**src/hdl/dhti_pkg.sv**
```systemverilog
// shared types and constants for the double hashing insert block
// no dependencies; every other file refers to it by scoped names

package dhti_pkg;

  localparam int KEY_W    = 31;
  localparam int STATUS_W = 2;
  localparam int FIELD_W  = 6;

  localparam logic [STATUS_W-1:0] ST_INSERTED  = 2'd0;
  localparam logic [STATUS_W-1:0] ST_DUPLICATE = 2'd1;
  localparam logic [STATUS_W-1:0] ST_FULL      = 2'd2;

  // controller to datapath
  typedef struct packed {
    logic                clear_wr;
    logic                load_key;
    logic                hash_start;
    logic                take_hash;
    logic                reduce_start;
    logic                take_step;
    logic                probe_start;
    logic                probe_next;
    logic                write_slot;
    logic                result_load;
    logic [STATUS_W-1:0] result_status;
    logic                out_load;
  } cmd_t;

  // datapath to controller
  typedef struct packed {
    logic clear_last;
    logic mod_done;
    logic need_reduce;
    logic hit_empty;
    logic hit_match;
    logic probe_last;
  } stat_t;

endpackage

```
**src/hdl/dhti_key_if.sv**
```systemverilog
// channel carrying one key to insert
// depends on dhti_pkg for the key width

interface dhti_key_if;
  logic                        valid;
  logic                        ready;
  logic [dhti_pkg::KEY_W-1:0]  insert_key;

  modport source (output valid, output insert_key, input ready);
  modport sink   (input valid, input insert_key, output ready);
endinterface

```
**src/hdl/dhti_result_if.sv**
```systemverilog
// channel carrying one insert result: status, slot and probe count
// depends on dhti_pkg for the field widths

interface dhti_result_if;
  logic                           valid;
  logic                           ready;
  logic [dhti_pkg::STATUS_W-1:0]  status;
  logic [dhti_pkg::FIELD_W-1:0]   slot_index;
  logic [dhti_pkg::FIELD_W-1:0]   probe_count;

  modport source (output valid, output status, output slot_index, output probe_count,
                  input ready);
  modport sink   (input valid, input status, input slot_index, input probe_count,
                  output ready);
endinterface

```
**src/hdl/dhti_mod_unit.sv**
```systemverilog
// remainder unit: dividend mod TABLE_SIZE and mod STEP_PRIME by reciprocal multiplication
// three-stage pipeline, done pulses when the remainders are registered; depends on dhti_pkg

module dhti_mod_unit #(
  parameter int TABLE_SIZE = 61,
  parameter int STEP_PRIME = 13
) (
  input  logic                                 clk,
  input  logic                                 rst,
  input  logic                                 start,
  input  logic [dhti_pkg::KEY_W-1:0]           dividend,
  output logic                                 done,
  output logic [$clog2(TABLE_SIZE)-1:0]        rem_size,
  output logic [$clog2(STEP_PRIME)-1:0]        rem_prime
);

  localparam int KW = dhti_pkg::KEY_W;
  localparam int SW = $clog2(TABLE_SIZE);
  localparam int PW = $clog2(STEP_PRIME);
  localparam logic [2*KW-1:0] SCALE = (2*KW)'(1) << KW;
  // floor(2^KW / d): the quotient estimate is exact or one short
  localparam logic [KW-1:0] RECIP_SIZE  = KW'(SCALE / (2*KW)'(TABLE_SIZE));
  localparam logic [KW-1:0] RECIP_PRIME = KW'(SCALE / (2*KW)'(STEP_PRIME));

  logic [2*KW-1:0] prod_size;
  logic [2*KW-1:0] prod_prime;
  logic [KW-1:0]   x_hold;
  logic [KW-1:0]   quo_size;
  logic [KW-1:0]   quo_prime;
  logic [KW-1:0]   diff_size;
  logic [KW-1:0]   diff_prime;
  logic [SW:0]     raw_size;
  logic [PW:0]     raw_prime;
  logic [SW-1:0]   rem_size_next;
  logic [PW-1:0]   rem_prime_next;
  logic            stage1;
  logic            stage2;

  always_comb begin
    quo_size   = prod_size[2*KW-1:KW];
    quo_prime  = prod_prime[2*KW-1:KW];
    diff_size  = x_hold - KW'(quo_size * KW'(TABLE_SIZE));
    diff_prime = x_hold - KW'(quo_prime * KW'(STEP_PRIME));
  end

  // raw remainder is below twice the modulus, one subtract brings it in range
  always_comb begin
    if (raw_size >= (SW+1)'(TABLE_SIZE)) begin
      rem_size_next = SW'(raw_size - (SW+1)'(TABLE_SIZE));
    end else begin
      rem_size_next = SW'(raw_size);
    end
    if (raw_prime >= (PW+1)'(STEP_PRIME)) begin
      rem_prime_next = PW'(raw_prime - (PW+1)'(STEP_PRIME));
    end else begin
      rem_prime_next = PW'(raw_prime);
    end
  end

  always_ff @(posedge clk) begin
    if (rst) begin
      stage1 <= 1'b0;
      stage2 <= 1'b0;
      done   <= 1'b0;
    end else begin
      stage1 <= start;
      stage2 <= stage1;
      done   <= stage2;
    end
  end

  always_ff @(posedge clk) begin
    if (start) begin
      prod_size  <= (2*KW)'(dividend) * (2*KW)'(RECIP_SIZE);
      prod_prime <= (2*KW)'(dividend) * (2*KW)'(RECIP_PRIME);
      x_hold     <= dividend;
    end
    if (stage1) begin
      raw_size  <= diff_size[SW:0];
      raw_prime <= diff_prime[PW:0];
    end
    if (stage2) begin
      rem_size  <= rem_size_next;
      rem_prime <= rem_prime_next;
    end
  end

endmodule

```
**src/hdl/dhti_datapath.sv**
```systemverilog
// datapath: key register, remainder unit, slot table memory, probe position and results
// depends on dhti_pkg and dhti_mod_unit

module dhti_datapath #(
  parameter int TABLE_SIZE = 61,
  parameter int STEP_PRIME = 13
) (
  input  logic                              clk,
  input  logic                              rst,
  input  logic [dhti_pkg::KEY_W-1:0]        insert_key,
  input  dhti_pkg::cmd_t                    cmd,
  output dhti_pkg::stat_t                   stat,
  output logic [dhti_pkg::STATUS_W-1:0]     status,
  output logic [dhti_pkg::FIELD_W-1:0]      slot_index,
  output logic [dhti_pkg::FIELD_W-1:0]      probe_count
);

  localparam int SW = $clog2(TABLE_SIZE);
  localparam int PW = $clog2(STEP_PRIME);
  localparam int CW = $clog2(TABLE_SIZE + 1);
  localparam bit NEED_REDUCE = (STEP_PRIME >= TABLE_SIZE);

  logic [dhti_pkg::KEY_W-1:0]    key;
  logic [dhti_pkg::KEY_W-1:0]    dividend;
  logic                          mod_done;
  logic [SW-1:0]                 rem_size;
  logic [PW-1:0]                 rem_prime;
  logic [PW:0]                   rem_s_plus;

  logic [SW-1:0]                 home;
  logic [SW-1:0]                 step;
  logic [SW-1:0]                 cur_pos;
  logic [SW-1:0]                 next_pos;
  logic [SW:0]                   pos_sum;
  logic [CW-1:0]                 count;
  logic [SW-1:0]                 clr_addr;

  // table word: used flag above the stored key
  logic [dhti_pkg::KEY_W:0]      table_mem [TABLE_SIZE];
  logic [dhti_pkg::KEY_W:0]      rdata;
  logic [SW-1:0]                 rd_addr;
  logic [SW-1:0]                 wr_addr;
  logic [dhti_pkg::KEY_W:0]      wr_data;
  logic                          mem_we;

  logic [dhti_pkg::STATUS_W-1:0] res_status;
  logic [dhti_pkg::FIELD_W-1:0]  res_slot;
  logic [dhti_pkg::FIELD_W-1:0]  res_count;

  assign rem_s_plus = {1'b0, rem_prime} + (PW+1)'(1);
  assign dividend   = cmd.reduce_start ? dhti_pkg::KEY_W'(rem_s_plus) : insert_key;

  dhti_mod_unit #(
    .TABLE_SIZE (TABLE_SIZE),
    .STEP_PRIME (STEP_PRIME)
  ) u_mod (
    .clk       (clk),
    .rst       (rst),
    .start     (cmd.hash_start | cmd.reduce_start),
    .dividend  (dividend),
    .done      (mod_done),
    .rem_size  (rem_size),
    .rem_prime (rem_prime)
  );

  always_comb begin
    pos_sum = {1'b0, cur_pos} + {1'b0, step};
    if (pos_sum >= (SW+1)'(TABLE_SIZE)) begin
      next_pos = SW'(pos_sum - (SW+1)'(TABLE_SIZE));
    end else begin
      next_pos = SW'(pos_sum);
    end
  end

  assign rd_addr = cmd.probe_start ? home : next_pos;
  assign mem_we  = cmd.clear_wr | cmd.write_slot;
  assign wr_addr = cmd.clear_wr ? clr_addr : cur_pos;
  assign wr_data = cmd.clear_wr ? '0 : {1'b1, key};

  always_ff @(posedge clk) begin
    if (mem_we) begin
      table_mem[wr_addr] <= wr_data;
    end
    rdata <= table_mem[rd_addr];
  end

  always_ff @(posedge clk) begin
    if (rst) begin
      clr_addr <= '0;
    end else if (cmd.clear_wr) begin
      clr_addr <= clr_addr + SW'(1);
    end
  end

  always_ff @(posedge clk) begin
    if (cmd.load_key) begin
      key <= insert_key;
    end
    if (cmd.take_hash) begin
      home <= rem_size;
      step <= SW'(rem_s_plus);
    end
    if (cmd.take_step) begin
      step <= rem_size;
    end
    if (cmd.probe_start) begin
      cur_pos <= home;
      count   <= CW'(1);
    end else if (cmd.probe_next) begin
      cur_pos <= next_pos;
      count   <= count + CW'(1);
    end
    if (cmd.result_load) begin
      res_status <= cmd.result_status;
      res_slot   <= (cmd.result_status == dhti_pkg::ST_FULL) ? '0
                                                             : dhti_pkg::FIELD_W'(cur_pos);
      res_count  <= dhti_pkg::FIELD_W'(count);
    end
    if (cmd.out_load) begin
      status      <= res_status;
      slot_index  <= res_slot;
      probe_count <= res_count;
    end
  end

  always_comb begin
    stat.clear_last  = (clr_addr == SW'(TABLE_SIZE - 1));
    stat.mod_done    = mod_done;
    stat.need_reduce = NEED_REDUCE;
    stat.hit_empty   = !rdata[dhti_pkg::KEY_W];
    stat.hit_match   = (rdata[dhti_pkg::KEY_W-1:0] == key);
    stat.probe_last  = (count == CW'(TABLE_SIZE));
  end

endmodule

```
**src/hdl/dhti_ctrl.sv**
```systemverilog
// controller: sequences clearing, hashing, probing and the result hand-off
// depends on dhti_pkg; drives the datapath through cmd_t

module dhti_ctrl (
  input  logic             clk,
  input  logic             rst,
  input  logic             in_valid,
  output logic             in_ready,
  output logic             out_valid,
  input  logic             out_ready,
  input  dhti_pkg::stat_t  stat,
  output dhti_pkg::cmd_t   cmd
);

  localparam logic [2:0] S_CLEAR  = 3'd0;
  localparam logic [2:0] S_IDLE   = 3'd1;
  localparam logic [2:0] S_HASH   = 3'd2;
  localparam logic [2:0] S_REDUCE = 3'd3;
  localparam logic [2:0] S_START  = 3'd4;
  localparam logic [2:0] S_PROBE  = 3'd5;
  localparam logic [2:0] S_FINISH = 3'd6;

  logic [2:0] state;
  logic [2:0] state_next;
  logic       out_free;

  assign in_ready = (state == S_IDLE);
  assign out_free = !out_valid || out_ready;

  always_comb begin
    state_next = state;
    cmd        = '0;
    case (state)
      S_CLEAR: begin
        cmd.clear_wr = 1'b1;
        if (stat.clear_last) begin
          state_next = S_IDLE;
        end
      end
      S_IDLE: begin
        if (in_valid) begin
          cmd.load_key   = 1'b1;
          cmd.hash_start = 1'b1;
          state_next     = S_HASH;
        end
      end
      S_HASH: begin
        if (stat.mod_done) begin
          cmd.take_hash = 1'b1;
          if (stat.need_reduce) begin
            // step residue still has to be brought below the table size
            cmd.reduce_start = 1'b1;
            state_next       = S_REDUCE;
          end else begin
            state_next = S_START;
          end
        end
      end
      S_REDUCE: begin
        if (stat.mod_done) begin
          cmd.take_step = 1'b1;
          state_next    = S_START;
        end
      end
      S_START: begin
        cmd.probe_start = 1'b1;
        state_next      = S_PROBE;
      end
      S_PROBE: begin
        if (stat.hit_empty) begin
          cmd.write_slot    = 1'b1;
          cmd.result_load   = 1'b1;
          cmd.result_status = dhti_pkg::ST_INSERTED;
          state_next        = S_FINISH;
        end else if (stat.hit_match) begin
          cmd.result_load   = 1'b1;
          cmd.result_status = dhti_pkg::ST_DUPLICATE;
          state_next        = S_FINISH;
        end else if (stat.probe_last) begin
          cmd.result_load   = 1'b1;
          cmd.result_status = dhti_pkg::ST_FULL;
          state_next        = S_FINISH;
        end else begin
          cmd.probe_next = 1'b1;
        end
      end
      S_FINISH: begin
        if (out_free) begin
          cmd.out_load = 1'b1;
          state_next   = S_IDLE;
        end
      end
      default: begin
        state_next = S_IDLE;
      end
    endcase
  end

  always_ff @(posedge clk) begin
    if (rst) begin
      state     <= S_CLEAR;
      out_valid <= 1'b0;
    end else begin
      state <= state_next;
      if (cmd.out_load) begin
        out_valid <= 1'b1;
      end else if (out_ready) begin
        out_valid <= 1'b0;
      end
    end
  end

endmodule

```
**src/hdl/double_hash_table_insert.sv**
```systemverilog
// Open-addressed hash table insert with double hashing. Each key goes to home slot
// key mod TABLE_SIZE and steps by (key mod STEP_PRIME) + 1; the result reports insert,
// duplicate or full, the slot, and the number of slots probed. After reset all
// TABLE_SIZE slots of the table memory are cleared, one slot a cycle, before the first
// key is taken. One key is handled at a time, with 1 to TABLE_SIZE probes per key and
// one table read per probe on the single table memory. The two remainders come from a
// three-stage reciprocal-multiply pipeline; when STEP_PRIME is not below TABLE_SIZE a
// second pass through it reduces the step. A finished result waits in an output
// register, and the next key is taken while it waits; a result not yet taken holds the
// following one back.
// Depends on dhti_pkg, dhti_key_if, dhti_result_if, dhti_ctrl and dhti_datapath.

module double_hash_table_insert #(
  parameter int TABLE_SIZE = 61,
  parameter int STEP_PRIME = 13
) (
  input  logic          clk,
  input  logic          rst,
  dhti_key_if.sink      keys,
  dhti_result_if.source results
);

  dhti_pkg::cmd_t  cmd;
  dhti_pkg::stat_t stat;

  dhti_ctrl u_ctrl (
    .clk       (clk),
    .rst       (rst),
    .in_valid  (keys.valid),
    .in_ready  (keys.ready),
    .out_valid (results.valid),
    .out_ready (results.ready),
    .stat      (stat),
    .cmd       (cmd)
  );

  dhti_datapath #(
    .TABLE_SIZE (TABLE_SIZE),
    .STEP_PRIME (STEP_PRIME)
  ) u_dp (
    .clk         (clk),
    .rst         (rst),
    .insert_key  (keys.insert_key),
    .cmd         (cmd),
    .stat        (stat),
    .status      (results.status),
    .slot_index  (results.slot_index),
    .probe_count (results.probe_count)
  );

  // a key is only ever written into a slot seen empty
  a_write_empty: assert property (@(posedge clk) disable iff (rst)
    cmd.write_slot |-> stat.hit_empty && !cmd.clear_wr)
    else $error("slot write to a used slot");

  // full is only reported after the last probe
  a_full_last: assert property (@(posedge clk) disable iff (rst)
    (cmd.result_load && cmd.result_status == dhti_pkg::ST_FULL) |-> stat.probe_last)
    else $error("full reported before all probes");

  // one key in flight: no second transfer right after an accepted one
  a_one_key: assert property (@(posedge clk) disable iff (rst)
    (keys.valid && keys.ready) |=> !keys.ready)
    else $error("key accepted while busy");

  // a new result only appears from a result hand-off
  a_out_rise: assert property (@(posedge clk) disable iff (rst)
    $rose(results.valid) |-> $past(cmd.out_load))
    else $error("result valid without hand-off");

endmodule

```
**src/flat_wrapper.sv**
```systemverilog
// flat-port wrapper written by rule: the top's interface ports become plain ports
module double_hash_table_insert_flat 
#(
  parameter int TABLE_SIZE = 61,
  parameter int STEP_PRIME = 13
)
  (clk, rst, keys_valid, keys_insert_key, keys_ready, results_valid, results_status, results_slot_index, results_probe_count, results_ready);
  dhti_key_if keys_i ();
  dhti_result_if results_i ();
  input  logic clk;
  input  logic rst;
  input wire logic [$bits(keys_i.valid)-1:0] keys_valid;
  input wire logic [$bits(keys_i.insert_key)-1:0] keys_insert_key;
  output wire logic [$bits(keys_i.ready)-1:0] keys_ready;
  output wire logic [$bits(results_i.valid)-1:0] results_valid;
  output wire logic [$bits(results_i.status)-1:0] results_status;
  output wire logic [$bits(results_i.slot_index)-1:0] results_slot_index;
  output wire logic [$bits(results_i.probe_count)-1:0] results_probe_count;
  input wire logic [$bits(results_i.ready)-1:0] results_ready;
  assign keys_i.valid = keys_valid;
  assign keys_i.insert_key = keys_insert_key;
  assign keys_ready = keys_i.ready;
  assign results_valid = results_i.valid;
  assign results_status = results_i.status;
  assign results_slot_index = results_i.slot_index;
  assign results_probe_count = results_i.probe_count;
  assign results_i.ready = results_ready;
  double_hash_table_insert #(.TABLE_SIZE(TABLE_SIZE), .STEP_PRIME(STEP_PRIME)) u_core (.clk(clk), .rst(rst), .keys(keys_i), .results(results_i));
endmodule
```
**config.mk**
```make
export PLATFORM = sky130hd
export DESIGN_NAME = double_hash_table_insert_flat
export DESIGN_NICKNAME = d
export VERILOG_FILES = /design/src/hdl/dhti_pkg.sv /design/src/hdl/dhti_key_if.sv /design/src/hdl/dhti_result_if.sv /design/src/hdl/dhti_mod_unit.sv /design/src/hdl/dhti_datapath.sv /design/src/hdl/dhti_ctrl.sv /design/src/hdl/double_hash_table_insert.sv /design/src/flat_wrapper.sv
export SDC_FILE = /design/constraint.sdc
export NUM_CORES = 2
export LEC_CHECK = 0
export ABC_AREA = 1
export BUFFER_PORTS_ARGS = -buffer_cell sky130_fd_sc_hd__buf_2
export CORE_ASPECT_RATIO = 1.4
export CORE_MARGIN = 4
export CORE_UTILIZATION = 29
export CTS_CLUSTER_SIZE = 10
export DETAILED_ROUTE_END_ITERATION = 6
export HOLD_SLACK_MARGIN = 0.05
export PLACE_DENSITY = 0.45
export SLEW_MARGIN = 20
export SYNTH_ARGS = -nofsm -noshare
export SYNTH_HDL_FRONTEND = slang
export SYNTH_SLANG_ARGS = --single-unit
```
**constraint.sdc**
```tcl
create_clock -name clk -period 5.84 [get_ports clk]
set_clock_uncertainty 0.1 [all_clocks]
set_input_delay 0.876 -clock clk [delete_from_list [all_inputs] [get_ports clk]]
set_output_delay 0.876 -clock clk [all_outputs]
set_load 0.05 [all_outputs]
```
# ---- Word-level counts from Yosys, hierarchy flattened
# Memory sizes are Yosys's and may differ from the RTL's. A register that Yosys moved wholly into a read port is not among the register bits.
# Index checks and enable logic that the tools add are counted.
dict set report totals {
  regBits 241
  input_bits 35
  ram_bits 1952
  out_inout_bits 16
  word_cells 107
  memories 1
}
dict set report classes {
  multipliers 4
  n_bitwise 2
  n_eq_ne 15
  addsub 9
  n_reduce_logical 8
  n_mux 41
  magnitude_cmp 3
}
# name depth word_bits read_ports rd_clocked_by_memory_dff write_ports line
set memory_table {}
lappend memory_table {u_core.u_dp.table_mem 61 32 1 1 1 dhti_datapath.sv:39} ;# logic [dhti_pkg::KEY_W:0] table_mem [TABLE_SIZE];
# operator n
set op_table {}
lappend op_table {{31-bit by 28-bit multiplier with 59-bit output, second input constant} 1}
lappend op_table {{31-bit by 26-bit multiplier with 57-bit output, second input constant} 1}
lappend op_table {{6-bit 2-to-1 mux} 8}
lappend op_table {{32-bit 2-to-1 mux} 1}
lappend op_table {{31-bit equality test} 1}
lappend op_table {{31-bit 2-to-1 mux} 1}
lappend op_table {{3-bit 2-to-1 mux} 10}
lappend op_table {{28-bit by 4-bit multiplier with 5-bit output, second input constant} 1}
lappend op_table {{26-bit by 6-bit multiplier with 7-bit output, second input constant} 1}
lappend op_table {{3-bit one-hot mux with 6 select lines} 1}
lappend op_table {{7-bit by 6-bit greater-or-equal comparator with 1-bit output, second input constant} 2}
lappend op_table {{1-bit 2-to-1 mux} 14}
lappend op_table {{6-bit by 1-bit adder with 6-bit output, second input constant} 2}
lappend op_table {{6-bit equality test, second input constant} 2}
lappend op_table {{6-bit subtractor, second input constant} 2}
lappend op_table {{3-bit equality test, second input constant} 3}
lappend op_table {{2-bit 2-to-1 mux} 4}
lappend op_table {{6-bit by 6-bit adder with 7-bit output} 1}
lappend op_table {{7-bit subtractor} 1}
lappend op_table {{3-bit by 2-bit equality test with 1-bit output, second input constant} 2}
lappend op_table {{2-bit nonzero test} 3}
lappend op_table {{4-bit by 1-bit adder with 5-bit output, second input constant} 1}
lappend op_table {{5-bit by 4-bit greater-or-equal comparator with 1-bit output, second input constant} 1}
lappend op_table {{5-bit 2-to-1 mux} 1}
lappend op_table {{14 further kinds} 17}

# ---- Depth between registers and ports, before layout
dict set report logic_depth {
  depth_word 8
  mapped_depth 27
  ltp_nobuf 27
}

# ---- Hierarchy
# A second synthesis with hierarchy kept.
dict set report hier_totals {
  cells_unflattened 10592
  area_unflattened_um2 111659.6
}
# mod cells_each area_per_inst_um2 seq_area_each_um2 instances
set modules_own_cells {}
lappend modules_own_cells {dhti_datapath 8217 90949.7 61809.3 1}
lappend modules_own_cells {dhti_mod_unit 2306 20282.0 1291.2 1}
lappend modules_own_cells {dhti_ctrl 69 427.9 80.1 1}

# ---- Worst setup path before layout
# OpenSTA, ideal clock, no wires.
dict set report synth_path {
  path_type {input port to flip-flop}
  from {in keys_insert_key[20]}
  to {reg u_core.u_dp.u_mod.prod_size[35] (data pin)}
  n_path_buf 0
  setup_time_ns 0.261
  stages 21
  path_slack_ns -0.254
  t_arrival_ns 5.733
  t_required_ns 5.479
  cell_sequence {ha_1 -> fa_1 -> inv_1 -> fa_1 -> inv_1 -> fa_1 -> fa_1 -> fa_1 -> inv_1 -> fa_1 -> inv_1 -> ha_1 -> nand2_1 -> or3_1 -> or2_2 -> o311ai_0 -> nor2_1 -> o21ai_0 -> a21oi_1 -> nand2_1 -> xor2_1}
}
dict set report synth_via {
  elab_chain_cells 2
}
# element line
set synth_lines {}
lappend synth_lines {{from (decl)} flat_wrapper.sv:13} ;# input wire logic [$bits(keys_i.insert_key)-1:0] keys_insert_key;
lappend synth_lines {{31-bit 2-to-1 mux} dhti_datapath.sv:51} ;# assign dividend = cmd.reduce_start ? dhti_pkg::KEY_W'(rem_s_plus) : insert_key;
lappend synth_lines {{31-bit by 26-bit multiplier with 57-bit output} dhti_mod_unit.sv:74} ;# prod_size <= (2*KW)'(dividend) * (2*KW)'(RECIP_SIZE);
lappend synth_lines {{to (signal assigned)} dhti_mod_unit.sv:74}
lappend synth_lines {{to (decl)} dhti_mod_unit.sv:25} ;# logic [2*KW-1:0] prod_size;
# Every way passes these cells.
# A chain may end at the register's enable or synchronous reset.

# ---- Final worst setup path
dict set report layout_path {
  from {in keys_insert_key[9]}
  to {reg u_core.u_dp.u_mod.prod_prime[34] (data pin)}
}
dict set report layout_via {
  elab_chain_cells 2
}
# element line
set layout_lines {}
lappend layout_lines {{31-bit 2-to-1 mux} dhti_datapath.sv:51}
lappend layout_lines {{31-bit by 28-bit multiplier with 59-bit output} dhti_mod_unit.sv:75} ;# prod_prime <= (2*KW)'(dividend) * (2*KW)'(RECIP_PRIME);
lappend layout_lines {{to (signal assigned)} dhti_mod_unit.sv:75}
lappend layout_lines {{to (decl)} dhti_mod_unit.sv:26} ;# logic [2*KW-1:0] prod_prime;
# Every way passes these cells.

==> metrics.csv <==
metric;value;unit
status;finished clean;
Synth top area share;56.23;%
Worst Hold End;u_core.u_ctrl.out_valid;
Sw Ratio;33.43;%
Synth area leaders;edfxtp_1 56%, nand3_1 9.5%, inv_1 7.1%, fa_1 6.9%, ha_1 4.9%;
CTS hold repair buffers;0;
clock sink count;2114;
area grow syn2layout;15.36;%
H-tree depth;4;
Seq cells post-synth;2114;
initial antenna violation count;13;
Pwr Total;51.84;mW
Max Cap Violations;0;
Critical Path AT;6.11;ns
CTS Buffer Depth;4;
DRT Wirelength;375.7;mm
CTS tree;done;
Iteration-0 DRC Markers;5505;
largest net degree at the start of global routing;165;
Syn Nets;11050;
DP Wirelength;238.9;mm
Fill cells;37980;
worst-skew pair later-pin latency;0.91;ns
commonest cells after routing, fill and taps aside;2093 x inv_1, 2093 x nand3_1, 2063 x edfxtp_1, 1333 x nand2_1, 643 x nand3b_1;
Syn Area/Cell;10.80;um^2
Synth cell types;49;
gr ovfl total;0;
Final period util;96.10;%
unrepaired setup endpoints after global routing;true;
I/O pin count;51;
Clock Pin Slew Worst Setup and Hold Paths;0.06;ns
GRT Overall Usage;18.91;%
Yosys warning total;0;
post-synthesis async set-or-reset flop share;0;%
Power Internal;34.51;mW
CP Capture Type;flop;
Slew Limit Headroom;23.89;%
Final nets;11390;
Startpoint Class;input pin;
TritonCTS Buffers;239;
Slowest cell on crit path;fa_1;
RD Place Congestion;0.8819;
CP Max Fanout;7;
clock power share;25.7;%
most used cell, CP;fa_1;
number of port buffers;50;
R2R cell count;19;
Vias;74650;
pre-CTS WS;-0.7165;ns
router iterations before antenna repair;6;
cell row count;267;
Antenna Nets Post-Route;0;
layout cells sized above 1;9.844;%
Final Max Slew Viols;0;
Min-Delay Startpoint;results_ready;
clock root cell;clkbuf_16;
Crit Path Class;input pin to flop;
Setup Fix Bufs, Post-CTS;0;
Peak VDD IR;0.0007998;V
combinational fraction of design power;41.7;%
Worst Path Required;6.34;ns
leading area contributor after synthesis;edfxtp_1;
Leakage;52.95;nW
reg2reg end;u_core.u_dp.rdata[5];
sequential power share;32.6;%
prevailing post-synth register cell;edfxtp_1;
Post-synth EDFFs;2063;
PwrDens;407.9;nW/um^2
Syn Inst Count;10200;
Hold WC Path Type;input pin to flop;
DRC viols;0;
TNS Setup;0;ns
Worst R2R Start;u_core.u_dp.cur_pos[0];
Core ar.;378200;um^2
first-pass GRT wire length;542.1;mm
Die H;737.3;um
sequential area share after synthesis;57.16;%
final hold slack;0.2088;ns
crit-path cells;buf_2 > buf_4 > fa_1 > buf_4 > fa_1 > fa_1 > inv_1 > fa_1 > fa_1 > fa_1 > fa_1 > inv_1 > ha_1 > buf_4 > a21oi_1 > nand2_1 > a21oi_1 > o211ai_1 > xor2_1;
f_max;178.2;MHz
final hold vios;0;
setup ws final;0.2276;ns
DIE AREA;389900;um^2
DR vias/cell;4.793;
mapped cell area;110200;um^2
vias in the first global route;76190;
Psw;17.33;mW
Setup-failing EPs final;0;
Die W;528.9;um
critical path's largest stage delay;0.54;ns
reg-to-reg slack, setup;0.74;ns
Least-Margin Pin Slew;1.142;ns
Post-CTS Resized;0;
WL per Instance;24.12;um
WHS Path Cells;4;
fin crit period;5.612;ns
Initial Util;29.13;%
==> how the worst max path moves through the flow <==
stage	endpoint	startpoint	cells past startpoint
after global routing	u_core.u_dp.u_mod.prod_size[37]	keys_insert_key[13]	23
after CTS	u_core.u_dp.u_mod.prod_prime[34]	keys_insert_key[9]	19
after global placement	u_core.u_dp.u_mod.prod_size[36]	keys_insert_key[11]	25
final	u_core.u_dp.u_mod.prod_prime[34]	keys_insert_key[9]	19
after floorplan	u_core.u_dp.u_mod.prod_size[35]	keys_insert_key[13]	21
after detailed placement	u_core.u_dp.u_mod.prod_size[35]	keys_insert_key[11]	23
==> state kept, by name, indices dropped and copies added, names as in the netlist, 7 cells and up <==
signal and flops:
u_core.u_dp.key 31, u_core.u_dp.rdata 32, u_core.u_dp.table_mem 1952, u_core.u_dp.u_mod.prod_size 7, u_core.u_dp.u_mod.raw_size 7
==> through the flow <==
step	cells	area, um^2	utilization [%]
floorplan	10200	110400	-
global placement	15280	120600	31.88
detailed placement	15280	120600	31.89
CTS	15570	127000	33.58
global route	15570	127100	33.60
finish	15580	127100	33.61
==> routing by layer <==
metal  wire length, um  track usage, %
met1            148300           22.55
met2            190000           33.78
met3             14590           1.685
met4             22760           9.939
met5                12               0
==> layout make-up <==
cell class	count	area, um^2	area share (%)
Clock buffer	286	6284	4.944
Clock inverter	6	98.84	0.07778
Multi-Input combinational cell	5458	37790	29.74
Inverter	2102	7919	6.231
Antenna cell	5	12.51	0.009845
Tap cell	4976	6226	4.899
Timing Repair Buffer	629	5781	4.549
Sequential cell	2114	62970	49.55
==> logic make-up after synthesis <==
group                    synth area share [%]
multiplexers                          0.01022
XOR/XNOR                                1.041
buffers and inverters                   9.521
AO/OA/AOI/OAI                           1.012
adder cells (fa/ha/maj)                 11.84
AND/OR/NAND/NOR                         19.41
flip-flops                              57.16
==> critical path, delay by kind of cell <==
| family | cells | cell delay [ns] |
|---|---|---|
| buffers and inverters | 6 | 0.76 |
| AO/OA/AOI/OAI | 3 | 0.51 |
| AND/OR/NAND/NOR | 1 | 0.08 |
| XOR/XNOR | 1 | 0.17 |
| adder cells (fa/ha/maj) | 8 | 3.70 |
==> cells in the mapped netlist, drive strengths merged, types with 2 or more instances <==
library cell,count
inv,2101
nand3,2095
edfxtp,2063
nand2,1341
nand3b,643
ha,433
fa,381
buf,350
clkbuf,178
nor2,163
a21oi,82
o21ai,72
xnor2,70
xor2,61
dfxtp,51
nor3,30
nand4,17
or2,10
nor4,9
a21o,8
a211oi,7
o21bai,6
o211ai,5
a31oi,4
o311ai,3
a21boi,2
nor3b,2
o21a,2
o31ai,2
==> power groups by stage <==
stage / logic [mW] / registers (mW) / clock network, mW
after CTS: 22.0 / 16.9 / 13.7
final: 21.6 / 16.9 / 13.3
after global placement: 22.1 / 17.2 / 0
after floorplan: 12.6 / 17.2 / 0
after global routing: 24.6 / 16.9 / 14.2
after detailed placement: 21.9 / 17.2 / 0
(Power assumes the default switching activity.)
